==> src/rtl/core/spibr_pkg.sv <==
// ----------------------------------------------------------------------------
// spibr_pkg: shared types and constants of the SPI bridge command parser
// Word layouts, one-hot parse modes and command codes.
// ----------------------------------------------------------------------------
package spibr_pkg;

    typedef struct packed {
        logic [7:0] host_byte;
        logic [7:0] miso_byte;
    } in_word_t;

    typedef struct packed {
        logic        spi_valid;
        logic [7:0]  spi_byte;
        logic        reply_valid;
        logic [7:0]  reply_byte;
        logic        cs_level;
        logic        pin_a_level;
        logic        pin_b_level;
        logic        pins_attached;
        logic [15:0] crc_value;
    } out_word_t;

    typedef enum logic [5:0] {
        MODE_IDLE   = 6'b000001,
        MODE_DUPLEX = 6'b000010,
        MODE_WRONLY = 6'b000100,
        MODE_ARG_A  = 6'b001000,
        MODE_ARG_B  = 6'b010000,
        MODE_ARG_E  = 6'b100000
    } mode_t;

    typedef struct packed {
        logic enable;
        logic duplex;
    } crc_ctrl_t;

    localparam int unsigned BURST_BIT  = 7;
    localparam int unsigned WRONLY_BIT = 6;
    localparam logic [7:0] BURST_LEN_MASK = 8'h3F;
    localparam int unsigned COUNT_W = 7;
    localparam logic [15:0] CRC_POLY = 16'h1021;

    localparam logic [7:0] CMD_SELECT   = 8'h73; // 's'
    localparam logic [7:0] CMD_UNSELECT = 8'h75; // 'u'
    localparam logic [7:0] CMD_PIN_A    = 8'h61; // 'a'
    localparam logic [7:0] CMD_PIN_B    = 8'h62; // 'b'
    localparam logic [7:0] CMD_ECHO     = 8'h65; // 'e'
    localparam logic [7:0] CMD_DETACH   = 8'h78; // 'x'

endpackage

==> src/rtl/core/spibr_if.sv <==
// ----------------------------------------------------------------------------
// spibr_in_if / spibr_out_if: valid-ready channels of the bridge parser
// A word moves at a rising edge where valid and ready are both high.
// ----------------------------------------------------------------------------
interface spibr_in_if;
    logic               valid;
    logic               ready;
    spibr_pkg::in_word_t data;

    modport source (output valid, output data, input ready);
    modport sink   (input valid, input data, output ready);
endinterface

interface spibr_out_if;
    logic                valid;
    logic                ready;
    spibr_pkg::out_word_t data;

    modport source (output valid, output data, input ready);
    modport sink   (input valid, input data, output ready);
endinterface

==> src/rtl/core/spibr_crc.sv <==
// ----------------------------------------------------------------------------
// spibr_crc: CRC-16/XMODEM update for one step
// Folds the MOSI byte, then the MISO byte on duplex steps, into the CRC.
// ----------------------------------------------------------------------------
module spibr_crc
(
    input  spibr_pkg::crc_ctrl_t ctrl,
    input  logic [15:0]          crc_in,
    input  logic [7:0]           mosi_byte,
    input  logic [7:0]           miso_byte,
    output logic [15:0]          crc_out
);

    function automatic logic [15:0] crc_byte(input logic [15:0] c, input logic [7:0] d);
        logic [15:0] v;
        v = c ^ {d, 8'h00};
        for (int i = 0; i < 8; i++)
        begin
            if (v[15])
            begin
                v = {v[14:0], 1'b0} ^ spibr_pkg::CRC_POLY;
            end
            else
            begin
                v = {v[14:0], 1'b0};
            end
        end
        return v;
    endfunction

    logic [15:0] crc_mosi;

    always_comb
    begin
        crc_mosi = crc_byte(crc_in, mosi_byte);
        if (!ctrl.enable)
        begin
            crc_out = crc_in;
        end
        else if (ctrl.duplex)
        begin
            crc_out = crc_byte(crc_mosi, miso_byte);
        end
        else
        begin
            crc_out = crc_mosi;
        end
    end

endmodule

==> src/rtl/core/spibr_parser.sv <==
// ----------------------------------------------------------------------------
// spibr_parser: command decoder and pin state of the bridge
// Holds mode, burst count, CRC and pin levels; builds the result word.
// ----------------------------------------------------------------------------
module spibr_parser
(
    input  logic                 clk,
    input  logic                 rst_n,
    input  logic                 step,
    input  spibr_pkg::in_word_t  item,
    output spibr_pkg::out_word_t result
);

    spibr_pkg::mode_t                    mode_reg, mode_next;
    logic [spibr_pkg::COUNT_W-1:0]       left_reg, left_next;
    logic [spibr_pkg::COUNT_W-1:0]       left_dec;
    logic [15:0]                         crc_reg, crc_next;
    logic                                cs_reg, cs_next;
    logic                                a_reg, a_next;
    logic                                b_reg, b_next;
    logic                                att_reg, att_next;
    spibr_pkg::crc_ctrl_t                crc_ctrl;
    logic [7:0]                          hb;

    assign hb = item.host_byte;

    spibr_crc u_crc
    (
        .ctrl      (crc_ctrl),
        .crc_in    (crc_reg),
        .mosi_byte (hb),
        .miso_byte (item.miso_byte),
        .crc_out   (crc_next)
    );

    always_comb
    begin
        mode_next       = spibr_pkg::MODE_IDLE;
        left_next       = left_reg;
        left_dec        = left_reg;
        cs_next         = cs_reg;
        a_next          = a_reg;
        b_next          = b_reg;
        att_next        = att_reg;
        crc_ctrl.enable = 1'b0;
        crc_ctrl.duplex = 1'b0;
        result          = '0;

        unique case (mode_reg)
            spibr_pkg::MODE_DUPLEX, spibr_pkg::MODE_WRONLY:
            begin
                result.spi_valid = 1'b1;
                result.spi_byte  = hb;
                crc_ctrl.enable  = 1'b1;
                if (mode_reg == spibr_pkg::MODE_DUPLEX)
                begin
                    crc_ctrl.duplex    = 1'b1;
                    result.reply_valid = 1'b1;
                    result.reply_byte  = item.miso_byte;
                end
                if (left_reg != '0)
                begin
                    left_dec = left_reg - 1'b1;
                end
                left_next = left_dec;
                mode_next = (left_dec == '0) ? spibr_pkg::MODE_IDLE : mode_reg;
            end
            spibr_pkg::MODE_ARG_A:
            begin
                att_next = 1'b1;
                a_next   = hb[0];
            end
            spibr_pkg::MODE_ARG_B:
            begin
                att_next = 1'b1;
                b_next   = hb[0];
            end
            spibr_pkg::MODE_ARG_E:
            begin
                result.reply_valid = 1'b1;
                result.reply_byte  = hb;
            end
            default:
            begin
                if (hb[spibr_pkg::BURST_BIT])
                begin
                    att_next  = 1'b1;
                    left_next = spibr_pkg::COUNT_W'(hb & spibr_pkg::BURST_LEN_MASK) + 1'b1;
                    mode_next = hb[spibr_pkg::WRONLY_BIT] ? spibr_pkg::MODE_WRONLY
                                                           : spibr_pkg::MODE_DUPLEX;
                end
                else if (hb == spibr_pkg::CMD_SELECT)
                begin
                    att_next = 1'b1;
                    cs_next  = 1'b0;
                end
                else if (hb == spibr_pkg::CMD_UNSELECT)
                begin
                    att_next = 1'b1;
                    cs_next  = 1'b1;
                end
                else if (hb == spibr_pkg::CMD_PIN_A)
                begin
                    mode_next = spibr_pkg::MODE_ARG_A;
                end
                else if (hb == spibr_pkg::CMD_PIN_B)
                begin
                    mode_next = spibr_pkg::MODE_ARG_B;
                end
                else if (hb == spibr_pkg::CMD_ECHO)
                begin
                    mode_next = spibr_pkg::MODE_ARG_E;
                end
                else if (hb == spibr_pkg::CMD_DETACH)
                begin
                    att_next = 1'b0;
                end
            end
        endcase

        result.cs_level      = cs_next;
        result.pin_a_level   = a_next;
        result.pin_b_level   = b_next;
        result.pins_attached = att_next;
        result.crc_value     = crc_next;
    end

    always_ff @(posedge clk or negedge rst_n)
    begin
        if (!rst_n)
        begin
            mode_reg <= spibr_pkg::MODE_IDLE;
            left_reg <= '0;
            crc_reg  <= '0;
            cs_reg   <= 1'b1;
            a_reg    <= 1'b0;
            b_reg    <= 1'b0;
            att_reg  <= 1'b1;
        end
        else if (step)
        begin
            mode_reg <= mode_next;
            left_reg <= left_next;
            crc_reg  <= crc_next;
            cs_reg   <= cs_next;
            a_reg    <= a_next;
            b_reg    <= b_next;
            att_reg  <= att_next;
        end
    end

endmodule

==> src/rtl/core/spi_bridge_command_parser.sv <==
// ----------------------------------------------------------------------------
// spi_bridge_command_parser: host-to-SPI bridge command parser
// Path: an accepted input word waits in the input register; its result word
// is registered in the result register and held there until rsp takes it.
// Throughput: one word per cycle while rsp.ready stays high; a waiting result
// stalls intake once the input register also holds a word.
// Reset: rst_n empties both registers, idles the parser, zeroes the CRC,
// deasserts chip select, clears pins A and B and attaches the pins.
// ----------------------------------------------------------------------------
module spi_bridge_command_parser
(
    input  logic          clk,
    input  logic          rst_n,
    spibr_in_if.sink      cmd,
    spibr_out_if.source   rsp
);

    logic                 in_vld_reg;
    spibr_pkg::in_word_t  in_data_reg;
    logic                 out_vld_reg;
    spibr_pkg::out_word_t out_data_reg;
    spibr_pkg::out_word_t result;
    logic                 step;

    // advance when a word is held and the result register frees up
    assign step      = in_vld_reg && (!out_vld_reg || rsp.ready);
    assign cmd.ready = !in_vld_reg || step;
    assign rsp.valid = out_vld_reg;
    assign rsp.data  = out_data_reg;

    spibr_parser u_parser
    (
        .clk    (clk),
        .rst_n  (rst_n),
        .step   (step),
        .item   (in_data_reg),
        .result (result)
    );

    always_ff @(posedge clk or negedge rst_n)
    begin
        if (!rst_n)
        begin
            in_vld_reg  <= 1'b0;
            out_vld_reg <= 1'b0;
        end
        else
        begin
            if (cmd.ready)
            begin
                in_vld_reg <= cmd.valid;
            end
            if (step)
            begin
                out_vld_reg <= 1'b1;
            end
            else if (rsp.ready)
            begin
                out_vld_reg <= 1'b0;
            end
        end
    end

    always_ff @(posedge clk)
    begin
        if (cmd.ready && cmd.valid)
        begin
            in_data_reg <= cmd.data;
        end
        if (step)
        begin
            out_data_reg <= result;
        end
    end

endmodule
==> src/flat_wrapper.sv <==
// flat-port wrapper written by rule: the top's interface ports become plain ports
module spi_bridge_command_parser_flat 
  (clk, rst_n, cmd_valid, cmd_data, cmd_ready, rsp_valid, rsp_data, rsp_ready);
  spibr_in_if cmd_i ();
  spibr_out_if rsp_i ();
  input  logic clk;
  input  logic rst_n;
  input wire logic [$bits(cmd_i.valid)-1:0] cmd_valid;
  input wire logic [$bits(cmd_i.data)-1:0] cmd_data;
  output wire logic [$bits(cmd_i.ready)-1:0] cmd_ready;
  output wire logic [$bits(rsp_i.valid)-1:0] rsp_valid;
  output wire logic [$bits(rsp_i.data)-1:0] rsp_data;
  input wire logic [$bits(rsp_i.ready)-1:0] rsp_ready;
  assign cmd_i.valid = cmd_valid;
  assign cmd_i.data = cmd_data;
  assign cmd_ready = cmd_i.ready;
  assign rsp_valid = rsp_i.valid;
  assign rsp_data = rsp_i.data;
  assign rsp_i.ready = rsp_ready;
  spi_bridge_command_parser u_core (.clk(clk), .rst_n(rst_n), .cmd(cmd_i), .rsp(rsp_i));
endmodule
==> config.mk <==
export PLATFORM = sky130hd
export DESIGN_NAME = spi_bridge_command_parser_flat
export DESIGN_NICKNAME = d
export VERILOG_FILES = /design/src/rtl/core/spibr_pkg.sv /design/src/rtl/core/spibr_if.sv /design/src/rtl/core/spibr_crc.sv /design/src/rtl/core/spibr_parser.sv /design/src/rtl/core/spi_bridge_command_parser.sv /design/src/flat_wrapper.sv
export SDC_FILE = /design/constraint.sdc
export NUM_CORES = 1
export LEC_CHECK = 0
export BUFFER_PORTS_ARGS = -buffer_cell sky130_fd_sc_hd__buf_2
export CORE_AREA = 2 2 94 96
export DETAILED_ROUTE_END_ITERATION = 10
export DIE_AREA = 0 0 96 98
export HOLD_SLACK_MARGIN = 0.05
export PLACE_DENSITY = 0.78
export SETUP_SLACK_MARGIN = 0.05
export SLEW_MARGIN = 20
export SYNTH_ARGS = -nofsm -noshare
export SYNTH_HDL_FRONTEND = slang
export SYNTH_SLANG_ARGS = --single-unit
export TNS_END_PERCENT = 10
==> constraint.sdc <==
create_clock -name clk -period 2.65 [get_ports clk]
set_input_delay 0.1325 -clock clk [delete_from_list [all_inputs] [get_ports clk]]
set_output_delay 0.1325 -clock clk [all_outputs]
set_load 0.05 [all_outputs]
==> impl_metrics.toml, run 1 <==
[status]
status = "finished, final reports clean"

[final_layout]
fillCellCount = 685
postLayoutCellArea_um2 = 5650
num-nets-final = 522
n_antenna_cell = 0
drive_gt1_frac = 0.238
multi_input_area_um2 = 2120
areaGrowthSynthToFinish_pct = 18.6
fin_cells = 609
seq_area_um2 = 2500
largest_reg_flops = 38

[pwr]
power_density_nw_per_um2 = 1330
pwr-share-comb = 0.565
internal-power_mw = 4.27
p_clk_frac = 0.133
ir_worst_vdd_mv = 0.598
switchingPower_mw = 3.21
p_leak_nw = 2.37
pwr-share-seq = 0.302
p_sw_frac = 0.429
p_total_mw = 7.48

[clock_network]
cts_buffers = 9
post-cts-setup-buffer-count = 0
clock-root-buffer = "clkbuf_8"
clkSinkCount = 89
cts_tree = "yes"
htreeDepth = 3
clk_path_buf_depth = 2
clk_pin_slew_ps = 90
clock_latency_ps = 360

[setup_path]
path_cells = "xnor3_1 > xor3_1 > xor2_1 > o21ai_1 > xnor2_1 > mux2_2"
cpPeakStageDelay_ps = 620
crit_required_ps = 2770
start_kind = "register"
crit_arrival_ps = 2630
crit_path_end_kind = "register"
path_delay_family = "XOR/XNOR gates"
slowest_stage = "edfxtp_1"
critPathKind = "reg -> reg"
critPathBufInv = 0
crit_fanout = 8

[route]
vias = 3526
wirelength_mm = 11.2
top_layer = "met4"
drc = 0
met1Wirelength_mm = 5.13
routedWlPerCell_um = 18.5
wl_met2_mm = 5.27
drt_iter0_markers = 262
drtAntennaViolNets = 0
firstDrtPassIters = 5
dr_wl_met3_um = 665
via_per_inst = 5.79

[synthesis]
synthAdderAreaFrac = 0.0158
synth_edf_count = 54
yosys_warnings = 0
synth_top_family_by_area = "XOR/XNOR gates"
synth_seq_cells = 89
synth_ff_type = "edfxtp_1"
synth_area_um2 = 4760
syn-num-nets = 435
syn_inst = 409
synth_xor_area_frac = 0.150
ys_types = 62
synth_compound_area_frac = 0.129
synth_simple_gate_area_share = 0.123
yosys-mux-area-fraction = 0.0281
yosysSeqAreaShare = 0.525
syn_area_per_cell_um2 = 11.6
synthArstFlopShare = 0.393

[sta]
finClkSkew_ps = 11.6
worstMarginPinSlew_ps = 894
rsz0062_at_grt = "no"
hold_viol_final = 0
hold_ws_ps = 82.2
final.period_utilization = 0.947
period_minus_slack_ps = 2510
drv_slew = 0
setup_tns_ps = 0
max_freq_mhz = 399
setup_viol = 0
slew_headroom = 0.404

[global_route]
antenna_found_initial = 0
gr-total-overflow = 0
grt_pass1_wl_mm = 17.9
grt_max_degree = 44
grt_pass1_vias = 3344
grt_usage = 0.255

[min_path]
min_path_type = "in -> reg"

[floorplan]
rows = 34
start_util = 0.562
ios = 60
die-height_um = 98
core_area_um2 = 8470
die_w_um = 96
die_area_um2 = 9410

[placement]
place_area_um2 = 5260
gp_congestion = 0.926
hpwl_mm = 7.84
place.port_buffers = 59
dpl.cell_count = 575

[run]
max_cap_violations = 0
-- cells in the final DEF, fill, tap and decap left out, drive strengths merged, types with 7 or more instances in the layout --
| master | n |
|---|---|
| a21oi | 16 |
| a22o | 12 |
| and3 | 7 |
| buf | 80 |
| clkbuf | 14 |
| dfrtp | 32 |
| dlygate4sd3 | 18 |
| edfxtp | 54 |
| inv | 9 |
| mux2 | 8 |
| nand2 | 35 |
| nand3 | 9 |
| nor2 | 28 |
| o21ai | 31 |
| xnor2 | 32 |
| xor2 | 20 |
-- final timing paths --
path / depth (start not counted) / startpoint / slack (ps) / to
min in group asynchronous: 2 / rst_n / 410 / u_core.u_parser.a_reg
max in group asynchronous: 2 / rst_n / 1700 / u_core.u_parser.crc_reg[3]
hold reg to reg: 2 / u_core.u_parser.b_reg / 480 / u_core.u_parser.b_reg
setup / recovery: 6 / u_core.in_data_reg[13] / 140 / u_core.rsp.data[7]
setup reg to reg: 6 / u_core.in_data_reg[13] / 140 / u_core.rsp.data[7]
hold / removal: 3 / rsp_ready / 80 / u_core.rsp.valid
-- worst reg2reg max path: cells and delay by family (launching register included) --
| kind | cells | cell delay (ps) |
|---|---|---|
| muxes | 1 | 270 |
| AOI/OAI and AO/OA | 1 | 180 |
| DFF | 1 | 620 |
| xor gates and xnor gates | 4 | 1200 |
-- power groups by stage --
stage / registers (mW) / logic, mW / clock network (mW)
after CTS: 2.25 / 4.20 / 1.01
after detailed placement: 2.28 / 4.14 / 0
after global routing: 2.31 / 4.56 / 1.06
after global placement: 2.26 / 4.04 / 0
final: 2.26 / 4.23 / 0.998
after floorplan: 2.71 / 2.82 / 0
-- layout make-up --
type / count / share of cell area
clock buffers: 14 / 0.0308
clock inverters: 2 / 0.00621
inverters: 9 / 0.00598
multi-input cells: 289 / 0.376
flip-flops and latches: 89 / 0.443
well taps: 108 / 0.0239
repair buffers: 98 / 0.114
-- routing by layer --
metal,GRT usage,up-vias
met3,0.0532,13
li1,-,1652
met1,0.386,1724
met4,0.0824,0
met5,0,-
met2,0.368,137
-- Yosys cell counts, types with 2 or more instances --
library cell	count	area, µm²
o41ai_1	3	26.3
o21a_1	2	15.0
xor2_2	2	32.5
edfxtp_1	54	1620
xnor2_1	27	236
or4_1	2	15.0
xor3_1	3	71.3
o21ai_1	2	10.0
buf_2	5	25.0
o21ai_0	29	145
nand2b_1	5	31.3
nand3_1	9	45.0
dfrtp_1	32	801
a31oi_1	4	25.0
nand3b_1	6	45.0
nand4_1	2	12.5
buf_4	2	15.0
o21bai_1	2	15.0
clkbuf_1	13	48.8
nor2b_1	3	18.8
nor3_1	5	25.0
and2_1	3	18.8
o31ai_1	2	15.0
a21o_1	4	30.0
nor2_1	28	105
mux2_2	8	90.1
a22oi_1	2	15.0
xnor2_2	5	81.3
ha_1	6	75.1
nand2_1	35	131
nand4b_1	2	17.5
mux2i_1	3	30.0
a22o_1	12	105
nor4_1	2	12.5
nor4b_1	2	17.5
xor2_1	18	158
dfstp_2	3	78.8
o22a_1	3	26.3
a21oi_1	16	80.1
o22ai_1	4	25.0
inv_1	8	30.0
xnor3_1	5	113
and3_1	7	43.8
-- repair_timing --
item | 4_1_cts | 5_1_grt
endpoints found under the hold margin | 49 | 0
gates resized for setup | 0 | 0
hold buffers | 18 | 0
-- kinds of logic (layout without fill, tap and decap cells) --
kind of cell | after synthesis | in the layout
DFF | 89 | 89
adders and majority gates | 6 | 6
xor gates and xnor gates | 61 | 61
muxes | 12 | 12
and+or+nand+nor | 116 | 116
AOI/OAI and AO/OA | 94 | 94
buffers and inverters | 31 | 123
-- per-stage QoR --
| stage | worst slack, ps | util |
|---|---|---|
| 2_1_floorplan | 269 | - |
| 3_3_place_gp | 305 | 0.621 |
| 3_5_place_dp | 192 | 0.621 |
| 4_1_cts | 163 | 0.667 |
| 5_1_grt | 53.9 | 0.667 |
| 6_report | 141 | 0.667 |
(Power assumes the default switching activity.)
==> run 2, diff against run 1 <==
RECOVER_POWER = 50   (was default)
==> run 2 against run 1 <==
The run now ends with max-capacitance violations, max-slew violations left; power down 0.80%; non-clock buffer count unchanged; clock power down 0.4%; fmax up 0.27%; clock-buffer cell count unchanged; largest power group unchanged; first-iteration DRC count down 1.9%; highest routed layer unchanged; critical path type unchanged.
==> impl_metrics.toml, run 2 (same netlist as run 1, synthesis figures left out) <==
[setup_path]
cpPeakStageDelay_ps = 610
slowest_stage = "edfxtp_1"
rr_startpoint = "u_core.in_data_reg[13]"
crit_required_ps = 2760
crit_fanout = 8
crit_arrival_ps = 2620
r2r_cells = 6
path_delay_family = "XOR/XNOR gates"
critPathKind = "reg -> reg"
path_cells = "xnor3_1 > xor3_1 > xor2_1 > o21ai_1 > xnor2_1 > mux2_2"
critPathBufInv = 0
r2r-end = "u_core.rsp.data[7]"
crit_path_end_kind = "register"
ff2ff_setup_slack_ps = 150
start_kind = "register"

[route]
drt_iter0_markers = 257
wirelength_mm = 11.2
routedWlPerCell_um = 18.4
via_per_inst = 5.81
drc = 0
firstDrtPassIters = 5
drtAntennaViolNets = 0
vias = 3541

[min_path]
hold_path_depth = 3
whs_endpoint = "u_core.rsp.valid"
min_path_type = "in -> reg"
hold_path.startpoint = "rsp_ready"

[sta]
period_minus_slack_ps = 2500
slew_headroom = -0.351
max_freq_mhz = 400
final.period_utilization = 0.944
worstMarginPinSlew_ps = 2030
finClkSkew_ps = 12.7
drv_slew = 36
rsz0062_at_grt = "no"
setup_viol = 0
hold_viol_final = 0
setup_tns_ps = 0
setup_ws_ps = 147

[clock_network]
htreeDepth = 3
clock-root-buffer = "clkbuf_8"
clk_path_buf_depth = 2
clock_latency_ps = 360
cts_tree = "yes"
clkSinkCount = 89
cts_buffers = 9
clk_pin_slew_ps = 90

[final_layout]
final_common_cell = "edfxtp_1"
fillCellCount = 710
drive_gt1_frac = 0.142
n_antenna_cell = 0
areaGrowthSynthToFinish_pct = 17.2
num-nets-final = 522
layout_common_cells = "edfxtp_1 (54), clkbuf_1 (49), nand2_1 (35)"
largest_reg_flops = 38

[pwr]
ir_worst_vdd_mv = 0.601
power_density_nw_per_um2 = 1330
p_leak_nw = 2.24

[placement]
dp_slack_ps = 192
place.port_buffers = 59
gp_congestion = 0.926
hpwl_mm = 7.84

[floorplan]
die_w_um = 96
die-height_um = 98
core_area_um2 = 8470
die_area_um2 = 9410
rows = 34
start_util = 0.562
ios = 60

[status]
status = "complete, but fails checks"
violations = "max-capacitance violations, max-slew violations"

[run]
max_cap_violations = 1

[global_route]
antenna_found_initial = 0
grt_max_degree = 44
grt_usage = 0.255
grt_pass1_vias = 3344
grt_pass1_wl_mm = 17.9
gr-total-overflow = 0
## run 2: changes by cell type in the layout (fill, tap and decap cells not counted)
| cell | delta |
|---|---|
| buf_4 | -2 |
| inv_2 | -1 |
| nor4_2 | -1 |
| nor4_1 | +1 |
| clkbuf_1 | +46 |
| buf_2 | -44 |
| inv_1 | +1 |
## run 2: worst max-delay path by stage
| stage | from | to | cells after the start |
|---|---|---|---|
| after floorplan | u_core.in_data_reg[15] | u_core.rsp.data[15] | 7 |
| after CTS | u_core.in_data_reg[13] | u_core.rsp.data[7] | 6 |
| after detailed placement | u_core.in_data_reg[13] | u_core.rsp.data[7] | 6 |
| after global routing | u_core.in_data_reg[13] | u_core.rsp.data[7] | 6 |
| after global placement | u_core.in_data_reg[11] | u_core.rsp.data[15] | 6 |
| final | u_core.in_data_reg[13] | u_core.rsp.data[7] | 6 |
## run 2: power by group
group / internal [mW] / total, mW / switching, mW / leakage [nW]
combinational: 1.75 / 4.17 / 2.41 / 1.18
sequential: 1.94 / 2.26 / 0.318 / 0.952
clock: 0.520 / 0.994 / 0.475 / 0.106
total: 4.22 / 7.42 / 3.20 / 2.24
## run 2: routing by layer
layer	part of all wire	track usage	up-vias
met5	0	0	-
met4	0.018	0.0824	0
met3	0.053	0.0532	17
met2	0.47	0.368	123
met1	0.46	0.386	1747
li1	-	-	1654
## run 2: cell type report
cell class / count / area (µm²) / area share
Clock buffer: 14 / 174 / 0.0312
Clock inverter: 2 / 35.0 / 0.00628
Inverter: 9 / 33.8 / 0.00606
Multi-Input combinational cell: 289 / 2110 / 0.379
Sequential cell: 89 / 2500 / 0.449
Tap cell: 108 / 135 / 0.0242
Timing Repair Buffer: 98 / 583 / 0.105
## run 2: through the flow
stage	std cells	total power [mW]	instance area, µm²	utilization	hold slack (ps)
floorplan	409	5.53	4760	-	-163
global placement	575	6.30	5260	0.621	282
detailed placement	575	6.41	5260	0.621	285
CTS	609	7.46	5650	0.667	68.6
global route	609	7.89	5580	0.659	104
finish	609	7.42	5580	0.659	85.8
## run 2: timing repair
| item | 4_1_cts | 5_1_grt |
|---|---|---|
| gates resized for setup | 0 | 0 |
| endpoints found under the hold margin | 49 | 0 |
| buffers inserted | 0 | 0 |
| hold buffers | 18 | 0 |
## run 2: worst register-to-register path: cells and delay by family, from the launching register on
family	cells	cell delay, ps
multiplexers	1	270
AO/OA/AOI/OAI	1	180
flip-flops	1	610
XOR/XNOR	4	1200
